==> config.mk <==
export PLATFORM = sky130hd
export DESIGN_NAME = utf8_stream_decoder_core
export DESIGN_NICKNAME = d
export VERILOG_FILES = /design/src/design/utf8sd_pkg.sv /design/src/design/utf8sd_front.sv /design/src/design/utf8sd_cmd_fifo.sv /design/src/design/utf8sd_back.sv /design/src/design/utf8_stream_decoder_core.sv
export SDC_FILE = /design/constraint.sdc
export NUM_CORES = 1
export LEC_CHECK = 0
export BUFFER_PORTS_ARGS = -buffer_cell sky130_fd_sc_hd__clkbuf_2
export CORE_ASPECT_RATIO = 0.5
export CORE_MARGIN = 2
export CORE_UTILIZATION = 60
export CTS_CLUSTER_SIZE = 40
export DETAILED_ROUTE_END_ITERATION = 12
export PLACE_DENSITY = 0.84
export SETUP_SLACK_MARGIN = 0.2
export SYNTH_ARGS = -nofsm -noshare
export SYNTH_HDL_FRONTEND = slang
export SYNTH_SLANG_ARGS = --single-unit
==> constraint.sdc <==
create_clock -name i_clk -period 10.1 [get_ports i_clk]
set_input_delay 1.01 -clock i_clk [delete_from_list [all_inputs] [get_ports i_clk]]
set_output_delay 1.01 -clock i_clk [all_outputs]
set_load 0.01 [all_outputs]
==> src/design/utf8sd_pkg.sv <==
// Shared types, constants and helpers of the UTF-8 stream decoder.
package utf8sd_pkg;

    localparam int CmdDepth = 4;
    localparam int CmdAw    = $clog2(CmdDepth);

    localparam logic [20:0] SpaceCode = 21'd32;
    localparam logic [20:0] CpMin2    = 21'h00080;
    localparam logic [20:0] CpMin3    = 21'h00800;
    localparam logic [20:0] SurLo     = 21'h0D800;
    localparam logic [20:0] SurHi     = 21'h0DFFF;
    localparam logic [20:0] CpMin4    = 21'h10000;
    localparam logic [20:0] CpMax     = 21'h10FFFF;

    // One command from the front: a run of replacement spaces followed by
    // an optional final result (a code point or the end marker).
    typedef struct packed {
        logic [2:0]  spaces;
        logic        tail;
        logic [20:0] tail_cp;
        logic [2:0]  tail_cnt;
        logic        tail_eot;
    } t_cmd;

    // Sequence length announced by a lead byte, 0 when it is no lead.
    function automatic logic [2:0] lead_len(input logic [7:0] b);
        logic [2:0] len;
        len = 3'd0;
        if ((b & 8'hE0) == 8'hC0) begin
            len = 3'd2;
        end else if ((b & 8'hF0) == 8'hE0) begin
            len = 3'd3;
        end else if ((b & 8'hF8) == 8'hF0) begin
            len = 3'd4;
        end
        return len;
    endfunction

endpackage

==> src/design/utf8sd_front.sv <==
// Front end: classifies each byte, holds a partial sequence, issues commands.
module utf8sd_front (
    input  logic              i_clk,
    input  logic              i_rst_n,
    input  logic              i_take,
    input  logic [7:0]        i_data_byte,
    output logic              o_cmd_valid,
    output utf8sd_pkg::t_cmd  o_cmd
);

    logic [1:0] r_pcount, n_pcount;
    logic [2:0] r_elen, n_elen;
    logic [7:0] r_pend [3];
    logic [7:0] n_pend [3];

    logic             is_cont;
    logic [2:0]       flen;
    logic [2:0]       pre;
    logic             do_fresh;
    logic [20:0]      cp;
    logic             cp_ok;
    utf8sd_pkg::t_cmd cmd;
    logic             cmd_valid;

    assign is_cont = (i_data_byte & 8'hC0) == 8'h80;
    assign flen    = utf8sd_pkg::lead_len(i_data_byte);

    // Code point of a completed sequence, the new byte being the last one.
    always_comb begin
        cp    = '0;
        cp_ok = 1'b0;
        unique case (r_elen)
            3'd2: begin
                cp    = {10'd0, r_pend[0][4:0], i_data_byte[5:0]};
                cp_ok = cp >= utf8sd_pkg::CpMin2;
            end
            3'd3: begin
                cp    = {5'd0, r_pend[0][3:0], r_pend[1][5:0], i_data_byte[5:0]};
                cp_ok = (cp >= utf8sd_pkg::CpMin3) &&
                        !((cp >= utf8sd_pkg::SurLo) && (cp <= utf8sd_pkg::SurHi));
            end
            3'd4: begin
                cp    = {r_pend[0][2:0], r_pend[1][5:0], r_pend[2][5:0],
                         i_data_byte[5:0]};
                cp_ok = (cp >= utf8sd_pkg::CpMin4) && (cp <= utf8sd_pkg::CpMax);
            end
            default: begin
                cp    = '0;
                cp_ok = 1'b0;
            end
        endcase
    end

    always_comb begin
        n_pcount  = r_pcount;
        n_elen    = r_elen;
        n_pend    = r_pend;
        cmd       = '0;
        cmd_valid = 1'b0;
        do_fresh  = 1'b0;
        pre       = 3'd0;
        if (i_take) begin
            if (r_pcount == 2'd0) begin
                do_fresh = 1'b1;
            end else if (!is_cont) begin
                // The held lead fails; it and its continuation bytes turn
                // into spaces before the new byte is decoded on its own.
                do_fresh = 1'b1;
                pre      = {1'b0, r_pcount};
            end else if (({1'b0, r_pcount} + 3'd1) < r_elen) begin
                n_pend[r_pcount] = i_data_byte;
                n_pcount         = r_pcount + 2'd1;
            end else begin
                n_pcount  = 2'd0;
                n_elen    = 3'd0;
                cmd_valid = 1'b1;
                if (cp_ok) begin
                    cmd.tail     = 1'b1;
                    cmd.tail_cp  = cp;
                    cmd.tail_cnt = r_elen;
                end else begin
                    cmd.spaces = r_elen;
                end
            end

            if (do_fresh) begin
                n_pcount   = 2'd0;
                n_elen     = 3'd0;
                cmd.spaces = pre;
                if (i_data_byte == 8'd0) begin
                    cmd.tail     = 1'b1;
                    cmd.tail_eot = 1'b1;
                end else if (!i_data_byte[7]) begin
                    cmd.tail     = 1'b1;
                    cmd.tail_cp  = {13'd0, i_data_byte};
                    cmd.tail_cnt = 3'd1;
                end else if (flen == 3'd0) begin
                    cmd.spaces = pre + 3'd1;
                end else begin
                    n_pend[0] = i_data_byte;
                    n_pcount  = 2'd1;
                    n_elen    = flen;
                end
                cmd_valid = (cmd.spaces != 3'd0) || cmd.tail;
            end
        end
    end

    always_ff @(posedge i_clk) begin
        if (!i_rst_n) begin
            r_pcount <= 2'd0;
            r_elen   <= 3'd0;
        end else begin
            r_pcount <= n_pcount;
            r_elen   <= n_elen;
        end
    end

    always_ff @(posedge i_clk) begin
        r_pend <= n_pend;
    end

    assign o_cmd_valid = cmd_valid;
    assign o_cmd       = cmd;

endmodule

==> src/design/utf8sd_cmd_fifo.sv <==
// Short command queue between the front end and the result expander.
module utf8sd_cmd_fifo (
    input  logic              i_clk,
    input  logic              i_rst_n,
    input  logic              i_wr,
    input  utf8sd_pkg::t_cmd  i_wr_cmd,
    input  logic              i_rd,
    output utf8sd_pkg::t_cmd  o_rd_cmd,
    output logic              o_full,
    output logic              o_nempty
);

    utf8sd_pkg::t_cmd r_mem [utf8sd_pkg::CmdDepth];
    logic [utf8sd_pkg::CmdAw-1:0] r_wp, r_rp;
    logic [utf8sd_pkg::CmdAw:0]   r_cnt;

    logic do_wr, do_rd;

    assign o_full   = r_cnt == (utf8sd_pkg::CmdAw+1)'(utf8sd_pkg::CmdDepth);
    assign o_nempty = r_cnt != '0;
    assign do_wr    = i_wr && !o_full;
    assign do_rd    = i_rd && o_nempty;
    assign o_rd_cmd = r_mem[r_rp];

    always_ff @(posedge i_clk) begin
        if (!i_rst_n) begin
            r_wp  <= '0;
            r_rp  <= '0;
            r_cnt <= '0;
        end else begin
            if (do_wr) begin
                r_wp <= r_wp + 1'b1;
            end
            if (do_rd) begin
                r_rp <= r_rp + 1'b1;
            end
            if (do_wr && !do_rd) begin
                r_cnt <= r_cnt + 1'b1;
            end else if (do_rd && !do_wr) begin
                r_cnt <= r_cnt - 1'b1;
            end
        end
    end

    always_ff @(posedge i_clk) begin
        if (do_wr) begin
            r_mem[r_wp] <= i_wr_cmd;
        end
    end

endmodule

==> src/design/utf8sd_back.sv <==
// Back end: expands each command into result words, one per pop.
module utf8sd_back (
    input  logic              i_clk,
    input  logic              i_rst_n,
    input  logic              i_cmd_avail,
    input  utf8sd_pkg::t_cmd  i_cmd,
    output logic              o_cmd_take,
    input  logic              i_pop,
    output logic              o_empty,
    output logic [20:0]       o_code_point,
    output logic [2:0]        o_byte_count,
    output logic              o_bad_sequence,
    output logic              o_end_of_text,
    output logic              o_last_of_run
);

    logic             r_valid;
    utf8sd_pkg::t_cmd r_cmd;

    logic is_space;
    logic is_last;
    logic load;

    assign is_space = r_cmd.spaces != 3'd0;
    assign is_last  = !is_space || ((r_cmd.spaces == 3'd1) && !r_cmd.tail);
    assign load     = !r_valid || (i_pop && is_last);
    assign o_cmd_take = load && i_cmd_avail;

    always_ff @(posedge i_clk) begin
        if (!i_rst_n) begin
            r_valid <= 1'b0;
        end else if (load) begin
            r_valid <= i_cmd_avail;
        end
    end

    always_ff @(posedge i_clk) begin
        if (load) begin
            r_cmd <= i_cmd;
        end else if (i_pop) begin
            r_cmd.spaces <= r_cmd.spaces - 3'd1;
        end
    end

    assign o_empty        = !r_valid;
    assign o_code_point   = is_space ? utf8sd_pkg::SpaceCode : r_cmd.tail_cp;
    assign o_byte_count   = is_space ? 3'd1 : r_cmd.tail_cnt;
    assign o_bad_sequence = is_space;
    assign o_end_of_text  = !is_space && r_cmd.tail_eot;
    assign o_last_of_run  = is_last;

endmodule

==> src/design/utf8_stream_decoder_core.sv <==
// Top level of the strict UTF-8 stream decoder.
// Input side is a queue write port: a byte word is taken at a clock edge
// with i_push high and o_full low. A zero byte marks the end of a text.
// Result side is a queue read port: the oldest result word is shown while
// o_empty is low and is removed at an edge with i_pop high.
// Each byte gives zero to four result words: a held lead byte gives none,
// a failed sequence gives one space per buffered byte, a completed valid
// sequence gives one code point, and a zero byte gives an end word with
// code point 0 and byte count 0. o_last_of_run marks the final word a
// byte caused.
// Bytes are taken one per cycle while the four-entry command queue has
// room; results leave at one word per cycle while the reader pops, so
// the words of one byte follow one another. The first result of a byte
// passes the command queue and then the result register to be visible.
// A stalled reader fills the command queue, then o_full rises.
// Synchronous reset empties all queues and drops any partial sequence.
module utf8_stream_decoder_core (
    input  logic        i_clk,
    input  logic        i_rst_n,
    input  logic        i_push,
    output logic        o_full,
    input  logic [7:0]  i_data_byte,
    output logic        o_empty,
    input  logic        i_pop,
    output logic [20:0] o_code_point,
    output logic [2:0]  o_byte_count,
    output logic        o_bad_sequence,
    output logic        o_end_of_text,
    output logic        o_last_of_run
);

    logic             take;
    logic             cmd_valid;
    utf8sd_pkg::t_cmd cmd_in;
    utf8sd_pkg::t_cmd cmd_out;
    logic             cmd_nempty;
    logic             cmd_take;
    logic             q_full;

    assign take   = i_push && !q_full;
    assign o_full = q_full;

    utf8sd_front u_front (
        .i_clk       (i_clk),
        .i_rst_n     (i_rst_n),
        .i_take      (take),
        .i_data_byte (i_data_byte),
        .o_cmd_valid (cmd_valid),
        .o_cmd       (cmd_in)
    );

    utf8sd_cmd_fifo u_fifo (
        .i_clk    (i_clk),
        .i_rst_n  (i_rst_n),
        .i_wr     (cmd_valid),
        .i_wr_cmd (cmd_in),
        .i_rd     (cmd_take),
        .o_rd_cmd (cmd_out),
        .o_full   (q_full),
        .o_nempty (cmd_nempty)
    );

    utf8sd_back u_back (
        .i_clk          (i_clk),
        .i_rst_n        (i_rst_n),
        .i_cmd_avail    (cmd_nempty),
        .i_cmd          (cmd_out),
        .o_cmd_take     (cmd_take),
        .i_pop          (i_pop),
        .o_empty        (o_empty),
        .o_code_point   (o_code_point),
        .o_byte_count   (o_byte_count),
        .o_bad_sequence (o_bad_sequence),
        .o_end_of_text  (o_end_of_text),
        .o_last_of_run  (o_last_of_run)
    );

endmodule

==> results of run 1 <==
==> final cells by class <==
type                       instances  area, µm²
sequential                       177       5167
fill                             746       3590
multi-input combinational        240       2111
clock buffer                      18      429.2
timing repair buffer              43      222.7
tap                              165      206.4
clock inverter                    14      147.6
inverter                          16      72.57
==> stage by stage <==
step                      instances  hold slack (ns)
after floorplan                 450           0.4489
after global placement          641           0.4570
after detailed placement        641           0.4640
after CTS                       673           0.4823
after global routing            673           0.5204
final                           673           0.4844
==> registers in the layout, summed over array words and instances (netlist names), named ones only <==
register / cells
u_front.r_elen: 3
u_front.r_pend: 5
u_fifo.r_mem: 116
u_back.r_valid: 1
u_back.r_cmd: 29
u_fifo.r_cnt: 3
u_front.r_pcount: 2
u_fifo.r_rp: 2
u_fifo.r_wp: 2
==> kinds of logic (layout without fill, tap and decap cells) <==
logic type | count (synthesis) | after routing
DFF | 177 | 177
and+or+nand+nor | 131 | 131
AOI/OAI and AO/OA | 49 | 49
muxes | 40 | 40
buffers and inverters | 33 | 91
adders and majority gates | 16 | 16
xor gates and xnor gates | 4 | 4
==> placed cells by master, fill, tap and decap left out, types with 11 or more instances in the layout <==
cell type	n
nand2_1	20
ha_1	15
nor2b_1	15
and2_1	34
clkbuf_2	40
inv_1	15
dfxtp_1	13
edfxtp_1	162
nor2_1	24
mux4_2	29
clkbuf_16	17
a22oi_1	11
==> power by group through the flow <==
stage / clock network, µW / logic (µW) / registers [µW]
after CTS: 638 / 403 / 1010
after global routing: 664 / 436 / 1020
after floorplan: 0 / 300 / 991
after detailed placement: 0 / 401 / 1020
final: 632 / 396 / 1010
after global placement: 0 / 390 / 1020
==> per-layer routing <==
metal  routed length, µm  up-vias  part of all wire [%]  track usage [%]
met5                   0        -                     0                0
met4                 258        0                   1.8            8.661
met3                1152       28                   8.2            5.844
met2                6672      198                    48            36.07
met1                5959     2019                    42            30.13
li1                    -     1821                     -                -
==> worst max-delay path, cell delays in order (launching register included) <==
cell and delay [ns]:
dfxtp_1 0.51, inv_1 0.12, ha_1 0.30, inv_1 0.10, nand2_1 0.10, nor2_1 0.19, ha_1 0.23, o41ai_1 0.12
a31oi_2 0.41, ha_1 0.26, inv_1 0.06, fa_1 0.37, xor2_1 0.18, or3_2 0.40, a21boi_0 0.18
==> how the worst min path moves through the flow <==
stage	start	end	slack, ns	cells past startpoint
2_1_floorplan	u_fifo.r_rp[1]$_SDFFE_PN0P_	register	0.45	2
6_report	u_fifo.r_rp[1]$_SDFFE_PN0P_	register	0.48	2
5_1_grt	u_fifo.r_rp[1]$_SDFFE_PN0P_	register	0.52	2
4_1_cts	u_fifo.r_rp[1]$_SDFFE_PN0P_	register	0.48	2
3_5_place_dp	u_fifo.r_rp[1]$_SDFFE_PN0P_	register	0.46	2
3_3_place_gp	u_fifo.r_rp[1]$_SDFFE_PN0P_	register	0.46	2
==> reports/metrics.cfg, run 1 <==
[critical_path]
critPathLaunchType = register
cp.required_ns = 10.45
r2r-end = u_fifo.r_cnt[2]$_SDFFE_PN0P_
crit_fanout = 9
end_kind = register
cp.arrival_ns = 3.95
endpoint = u_fifo.r_cnt[2]$_SDFFE_PN0P_
setup.worst_path.start = u_front.r_pcount[0]$_SDFFE_PN0P_
worst-r2r-cell-count = 14
critPathKind = reg2reg
r2r_slack_ns = 6.51
r2r-start = u_front.r_pcount[0]$_SDFFE_PN0P_

[floorplanning]
num_rows = 28
ios = 41
dieArea_mm2 = 0.01337
die_h_um = 82.76
die_w_um = 161.5
initial_utilization_pct = 62.31
core_area_mm2 = 0.01195

[sta]
worstMarginPinSlew_ns = 0.8422
finalClockSkew_ns = 0.01255
report.final.setup_viol = 0
period_share_pct = 35.59
finalWorstSetupSlack_ns = 6.505
rsz0062_at_grt = false
fmax_mhz = 278.2
hold_viol = 0
slew_headroom_pct = 43.85
setup_tns_ns = 0
report.final.slew_viol_count = 0
fin_crit_ns = 3.595

[synthesis]
synth_xor_area_share_pct = 0.4707
synth_compound_area_share_pct = 4.740
yosysWarnings = 0
postSynthAreaPerCell_um2 = 16.54
yosysSeqAreaShare_pct = 69.39
synth_area_leaders = edfxtp_1 65%, mux4_2 8.8%, dfxtp_1 4.0%, and2_1 3.2%, ha_1 2.5%
synth-seq-cells = 177
syn_nets = 478
synth_cell_types = 55
syn_area_mm2 = 0.007443
synth-main-ff-cell = edfxtp_1
yosys.area.top_type_share_pct = 65.36
synth_top_cell_by_area = edfxtp_1
synth_top_family_by_area = multiplexers
synthCells = 450
synth_edf_count = 162
muxShareOfSynthArea_pct = 10.32
synth_fa_ha_area_share_pct = 2.790
synth-simple-area-share_pct = 9.968
synth_common_cells = 162 x edfxtp_1, 38 x and2_1, 29 x mux4_2
synthArstFlopShare_pct = 0
synth.most_common_cell = edfxtp_1

[cts]
numCtsBuffers = 17
cts_sinks = 177
post_cts_buffers = 0
root_buffer = clkbuf_16
h-tree-depth = 4
clk_pin_slew_worst_paths_ns = 0.07
tritoncts = yes
cts_hold_buffers = 0
cts_resized = 0
clkLatencyLatePin_ns = 0.43
clockBufferDepth = 2

[pwr]
total_power_uw = 2036
seqPwrFrac_pct = 49.5
peakVddDrop_mv = 0.1355
clock_power_share_pct = 31.0
power_per_cell_area_mw_per_mm2 = 243.6
power_switching_uw = 574.2
switching_share_pct = 28.21
p_leak_uw = 0.002797
intPower_uw = 1462
p_comb_share_pct = 19.4

[layout]
nets = 523
antenna_cells = 0
syn_to_final_growth_pct = 12.27
final_area_mm2 = 0.008357
finish.utilization_pct = 69.95
drive_gt1_share_pct = 24.61

[route]
drt-pass1-iter-count = 5
drt_wl_total_um = 14040
wire_per_inst_um = 20.87
vias_per_cell = 6.042
drt_iter0_drc = 438
ant_nets = 0
drc = 0
num_vias = 4066

[global_routing]
grt_overflow = 0
grt_pass1_vias = 3853
grt_pass1_wl_um = 21490
antenna_found_initial = 0
grtUsageTotal_pct = 22.41
grt_max_degree = 31

[flow_run]
drv_cap = 0

[placement]
dp_hpwl_um = 8598
numPortBuffers = 40
place_ws_ns = 6.227
postPlaceCellArea_mm2 = 0.007780
place.gp.congestion = 0.8382

[outcome]
outcome = complete, no violations

[worst_hold_path]
hold_class = reg2reg

Note: power is estimated with default switching activity, not from simulation.
==> inputs of run 2 (changes only) <==
- ABC_AREA: not set -> 1
- PLACE_DENSITY: 0.84 -> 0.83
- clock period: 10.1 -> 3.6 ns (I/O delays scaled with it)
==> run 2 against run 1 <==
Effect of this change:
- via count rose by 28%
- fmax rose by 16%
- combinational power rose to 4.0 times the previous value
- synthesized cell count rose by 49%
- critical path depth rose by 7
- sequential power rose to 2.8 times the previous value
- clock power rose to 2.7 times the previous value
- core utilization fell by 1.6 points
- highest routed layer unchanged
==> reports/metrics.cfg, run 2 <==
[outcome]
outcome = complete, no violations

[route]
vias_per_cell = 5.808
drt_wl_total_um = 16500
drt-pass1-iter-count = 5
wire_per_inst_um = 18.44
drc = 0
ant_nets = 0
num_vias = 5198
drt_iter0_drc = 477

[worst_hold_path]
min_from = i_data_byte[0]
hold_class = in2reg
worstHoldPathCells = 1

[cts]
numCtsBuffers = 17
clockBufferDepth = 2
root_buffer = clkbuf_16
clkLatencyLatePin_ns = 0.42
clk_pin_slew_worst_paths_ns = 0.06
cts_hold_buffers = 0
h-tree-depth = 4
tritoncts = yes
post_cts_buffers = 0
cts_sinks = 177

[critical_path]
r2r_slack_ns = 0.51
cp.required_ns = 3.91
critPathKind = reg2reg
cp.arrival_ns = 3.40
crit_fanout = 5
slowest_stage = dfxtp_1
r2r-start = u_front.r_pcount[1]$_SDFFE_PN0P_
r2r-end = u_fifo.r_cnt[2]$_SDFFE_PN0P_
path_cells = inv_1 -> ha_1 -> inv_1 -> nand2_1 -> nor2_2 -> ha_1 -> inv_1 -> nand3_1 -> nand2_1 -> nand2_1 -> nor2_1 -> nand3_2 -> nand2_2 -> inv_1 -> ha_1 -> inv_1 -> fa_1 -> o21ai_0 -> a21o_1 -> o21ai_0 -> a21oi_1
setup.worst_path.start = u_front.r_pcount[1]$_SDFFE_PN0P_
path_common_cell = inv_1
slowest_delay_ns = 0.41
critPathLaunchType = register
worst-r2r-cell-count = 21
end_kind = register

[placement]
placed_cells = 864
dp_hpwl_um = 10110
place.gp.congestion = 0.9113
numPortBuffers = 40

[synthesis]
synth_common_cells = 162 x edfxtp_1, 114 x nor2_1, 83 x inv_1
synth_cell_types = 42
syn_area_mm2 = 0.007636
synthArstFlopShare_pct = 0
synth-main-ff-cell = edfxtp_1
synth_top_cell_by_area = edfxtp_1
yosysWarnings = 0
synth_edf_count = 162
yosys.area.top_type_share_pct = 63.71
postSynthAreaPerCell_um2 = 11.41
synth.most_common_cell = edfxtp_1
synthCells = 669
synth-seq-cells = 177
synth_area_leaders = edfxtp_1 64%, nor2_1 5.6%, o21ai_0 4.7%, inv_1 4.1%, dfxtp_1 3.9%
yosysSeqAreaShare_pct = 67.64
syn_nets = 697

[pwr]
power_per_cell_area_mw_per_mm2 = 718.1
p_leak_uw = 0.003323
peakVddDrop_mv = 0.5002

[flow_run]
drv_cap = 0

[sta]
slew_headroom_pct = 39.00
fin_crit_ns = 3.094
report.final.slew_viol_count = 0
hold_viol = 0
setup_tns_ns = 0
rsz0062_at_grt = false
fmax_mhz = 323.2
report.final.setup_viol = 0
worstMarginPinSlew_ns = 0.9139
finalClockSkew_ns = 0.009642
period_share_pct = 85.94

[global_routing]
antenna_found_initial = 0
grtUsageTotal_pct = 25.78
grt_max_degree = 59
grt_overflow = 0
grt_pass1_wl_um = 25840
grt_pass1_vias = 4959

[layout]
max_flop_register = u_fifo.r_mem
antenna_cells = 0
syn_to_final_growth_pct = 12.39
fin_cells = 895
drive_gt1_share_pct = 16.41
finish.utilization_pct = 68.36
largest_register_ffs = 116
nets = 741
top_regs = u_fifo.r_mem x116, u_back.r_cmd x29, u_front.r_pend x5
mostFrequentLayoutCells = 162 x edfxtp_1, 109 x nor2_1, 83 x inv_1
layout_commonest_cell = edfxtp_1

[floorplanning]
initial_utilization_pct = 60.82
core_area_mm2 = 0.01255
dieArea_mm2 = 0.01370
die_w_um = 163.5
ios = 41
num_rows = 29
die_h_um = 83.77

==> run 2: cell types whose count changed after synthesis, moves of 28 or more <==
| cell | before | now |
|---|---|---|
| nor2_1 | 24 | 114 |
| inv_1 | 15 | 83 |
| o21ai_0 | 9 | 72 |
| and2_1 | 38 | 0 |
| nand2_1 | 20 | 57 |
| mux4_2 | 29 | 0 |
| o22ai_1 | 2 | 30 |
==> run 2: worst max-delay path by stage <==
stage / endpoint / slack [ns] / cells after the start
global placement: u_fifo.r_cnt[2]$_SDFFE_PN0P_ / 0.60 / 21
floorplan: u_fifo.r_mem[1][0]$_DFFE_PP_ / 0.27 / 11
detailed placement: u_fifo.r_cnt[2]$_SDFFE_PN0P_ / 0.44 / 21
CTS: u_fifo.r_cnt[2]$_SDFFE_PN0P_ / 0.40 / 21
finish: u_fifo.r_cnt[2]$_SDFFE_PN0P_ / 0.51 / 21
global route: u_fifo.r_cnt[2]$_SDFFE_PN0P_ / 0.24 / 21
==> run 2: timing repair <==
action	4_1_cts	5_1_grt
setup endpoints to repair	0	2
hold endpoints to repair	0	0
gates resized for setup	0	2
==> run 2: area by class of cell <==
type | instances | area [µm²]
sequential | 177 | 5166
multi-input combinational | 378 | 2046
clock buffer | 19 | 432.9
timing repair buffer | 51 | 282.8
tap | 170 | 212.7
clock inverter | 12 | 108.9
fill | 867 | 3973
inverter | 88 | 332.8
==> run 2: report_power, final <==
part / leakage [µW] / internal [µW] / switching, µW / total (µW)
clock: 0.000263 / 953 / 762 / 1720
sequential: 0.00170 / 2700 / 146 / 2850
combinational: 0.00136 / 480 / 1120 / 1600
total: 0.00332 / 4130 / 2030 / 6160
==> run 2: cells by family after synthesis <==
family,after synthesis,synth area share [%]
simple gates,222,13.29
buf+inv,114,5.735
xor+xnor,2,0.2294
flops,177,67.64
compound gates,138,10.39
fa+ha+maj,16,2.720
==> run 2: through the flow <==
stage	setup slack (ns)	cell area [µm²]	total power (µW)	hold slack (ns)
6_report	0.5062	8582	6163	0.1628
5_1_grt	0.2380	8582	6456	0.1532
4_1_cts	0.4025	8578	6156	0.1533
3_5_place_dp	0.4375	8036	4428	0.4935
3_3_place_gp	0.6012	8036	4354	0.4868
2_1_floorplan	0.2731	7636	3926	0.4589
==> run 2: layer usage <==
layer / wire length (µm) / vias to the layer above / track usage (%)
met5: 0 / - / 0
met3: 1638 / 27 / 6.359
li1: - / 2408 / -
met4: 269 / 0 / 9.250
met1: 7088 / 2478 / 36.74
met2: 7506 / 285 / 39.13
==> run 2: critical path, delay by kind of cell (launching register included) <==
family / cells / cell delay (ns)
simple gates: 8 / 0.89
buf+inv: 5 / 0.38
compound gates: 4 / 0.47
flops: 1 / 0.41
fa+ha+maj: 4 / 0.83
==> inputs of run 3 (changes only) <==
- CORE_UTILIZATION: 60 -> 61
- PLACE_DENSITY: 0.83 -> 0.84
- SYNTH_HIERARCHICAL: not set -> 1
==> run 3 against run 2 <==
Effect of this change:
- global-route usage fell by 0.97 points
- critical path depth rose by 1
- final cell count rose by 2.9%
- non-clock buffer count fell by 2
- register-to-register slack barely moved
- flip-flop and latch count did not move
- power rose by 5.7%
- first-iteration DRC count rose by 22%
- count of clock-buffer cells in the layout fell by 2
- largest cell class unchanged
- sequential power rose by 2%
==> reports/metrics.cfg, run 3 <==
[floorplanning]
die_h_um = 85.20
dieArea_mm2 = 0.01418
initial_utilization_pct = 62.98
core_area_mm2 = 0.01277
die_w_um = 166.4
num_rows = 29
ios = 41

[layout]
nets = 766
syn_to_final_growth_pct = 11.53
fin_cells = 921
finish.utilization_pct = 70.24
layout_commonest_cell = edfxtp_1
largest_register_ffs = 116
fillers = 830
antenna_cells = 0
drive_gt1_share_pct = 23.30
mostFrequentLayoutCells = 162 x edfxtp_1, 98 x nor2_1, 79 x inv_1
max_flop_register = u_fifo/r_mem
top_regs = u_fifo/r_mem x116, u_back/r_cmd x29, u_front/r_pend x5

[sta]
report.final.slew_viol_count = 0
hold_viol = 0
slew_headroom_pct = 43.08
setup_tns_ns = 0
worstMarginPinSlew_ns = 0.8527
period_share_pct = 86.01
rsz0062_at_grt = false
fin_crit_ns = 3.096
report.final.setup_viol = 0
finalClockSkew_ns = 0.01177
hold_ws_ns = 0.1901
fmax_mhz = 323.0

[placement]
place.gp.congestion = 0.9139
numPortBuffers = 40
placed_cells = 889
dp_hpwl_um = 10260

[synthesis]
synth_top_cell_by_area = edfxtp_1
yosysWarnings = 6
synthArstFlopShare_pct = 0
synthCells = 692
synth.most_common_cell = edfxtp_1
syn_area_mm2 = 0.008044
synth-seq-cells = 177
yosysSeqAreaShare_pct = 64.21
yosys.area.top_type_share_pct = 60.48
synth_common_cells = 162 x edfxtp_1, 103 x nor2_1, 79 x inv_1
syn_nets = 720
postSynthAreaPerCell_um2 = 11.62
synth-main-ff-cell = edfxtp_1
synth_edf_count = 162
synth_cell_types = 41
synth_area_leaders = edfxtp_1 60%, nor2_1 4.8%, o21ai_0 4.1%, dfxtp_1 3.7%, inv_1 3.7%

[global_routing]
grt_max_degree = 59
grt_pass1_vias = 5094
grt_pass1_wl_um = 26480
grtUsageTotal_pct = 24.81
antenna_found_initial = 0
grt_overflow = 0

[route]
num_vias = 5284
drt_iter0_drc = 581
drc = 0
ant_nets = 0
wire_per_inst_um = 18.05
drt-pass1-iter-count = 5
drt_wl_total_um = 16620
vias_per_cell = 5.737

[pwr]
p_leak_uw = 0.003478
peakVddDrop_mv = 0.4155
power_per_cell_area_mw_per_mm2 = 726.2
total_power_uw = 6515

[cts]
cts_resized = 0
clkLatencyLatePin_ns = 0.43
clockBufferDepth = 2
cts_hold_buffers = 0
clk_pin_slew_worst_paths_ns = 0.07
post_cts_buffers = 0
cts_sinks = 177
h-tree-depth = 4
numCtsBuffers = 17
root_buffer = clkbuf_16
tritoncts = yes

[critical_path]
critPathKind = reg2reg
cp.required_ns = 3.93
cp.arrival_ns = 3.42
crit_fanout = 8
critPathLaunchType = register
end_kind = register

[outcome]
outcome = complete, no violations

[flow_run]
drv_cap = 0

[worst_hold_path]
hold_class = in2reg

run 3: changes by cell type in the layout (fill, tap and decap cells not counted), moves of 4 or more:
cell	previous run	this run
nand2_1	57	71
nor3_2	12	1
nor2_2	7	24
o21ai_0	72	66
o22ai_1	30	9
a21oi_2	4	0
inv_2	2	8
o22ai_2	0	20
nand2_2	3	7
nor2_4	3	22
nor2_1	109	98
inv_1	83	79
nor3_1	2	8
run 3: kinds of logic (layout without fill, tap and decap cells):
logic type	count (synthesis)	in the layout	share of synthesized area, %
buf+inv	110	169	6.222
xor+xnor	2	2	0.2178
flops	177	177	64.21
fa+ha+maj	16	16	2.582
compound gates	124	124	10.23
simple gates	263	263	16.53
run 3: path summary, 6_finish.rpt:
path	from	endpoint	slack (ns)	cells past startpoint
setup / recovery	u_front/r_pcount[0]$_SDFFE_PN0P_	u_fifo/r_cnt[2]$_SDFFE_PN0P_	0.50	22
hold / removal	i_data_byte[0]	register	0.19	1
setup reg to reg	u_front/r_pcount[0]$_SDFFE_PN0P_	u_fifo/r_cnt[2]$_SDFFE_PN0P_	0.50	22
hold reg to reg	u_fifo/r_rp[1]$_SDFFE_PN0P_	register	0.51	2
run 3: critical path, cell delays in order (launching register included):
cell     delay [ns]
dfxtp_2        0.37
inv_1          0.09
ha_1           0.33
ha_1           0.28
nand3_1        0.08
nand2_2        0.09
inv_1          0.08
nor2_4         0.11
nand2_4        0.12
nand2_1        0.09
nor2_1         0.05
nor2_2         0.14
nand2_2        0.13
inv_2          0.09
ha_1           0.16
inv_1          0.07
fa_1           0.38
inv_1          0.07
nand2_1        0.04
nand3_1        0.07
nand2_1        0.05
nand2_1        0.05
nor2_1         0.04
run 3: cell type report:
| type | instances | area (µm²) | share of cell area [%] |
|---|---|---|---|
| Sequential cell | 177 | 5167 | 57.60 |
| Multi-Input combinational cell | 405 | 2401 | 26.76 |
| Clock buffer | 17 | 425.4 | 4.742 |
| Inverter | 88 | 335.3 | 3.738 |
| Timing Repair Buffer | 49 | 280.3 | 3.124 |
| Tap cell | 170 | 212.7 | 2.371 |
| Clock inverter | 15 | 148.9 | 1.660 |
run 3: metrics by stage:
| step | area (µm²) | setup WS (ns) |
|---|---|---|
| 3_5_place_dp | 8382 | 0.3066 |
| 2_1_floorplan | 8044 | 0.05776 |
| 4_1_cts | 8956 | 0.2663 |
| 6_report | 8971 | 0.5037 |
| 5_1_grt | 8971 | 0.2072 |
| 3_3_place_gp | 8382 | 0.4040 |
run 3: power breakdown:
group	internal (µW)	switching [µW]	leakage [µW]	total [µW]
Combinational	592	1210	0.00150	1800
Clock	975	816	0.000282	1790
Sequential	2730	187	0.00170	2920
run 3: metal layers:
metal	GRT usage, %	share of wire (%)	vias to the layer above
met5	0	0	-
met4	7.759	1.8	0
met3	6.810	9.4	27
met2	39.03	47	265
met1	34.38	42	2535
li1	-	-	2457
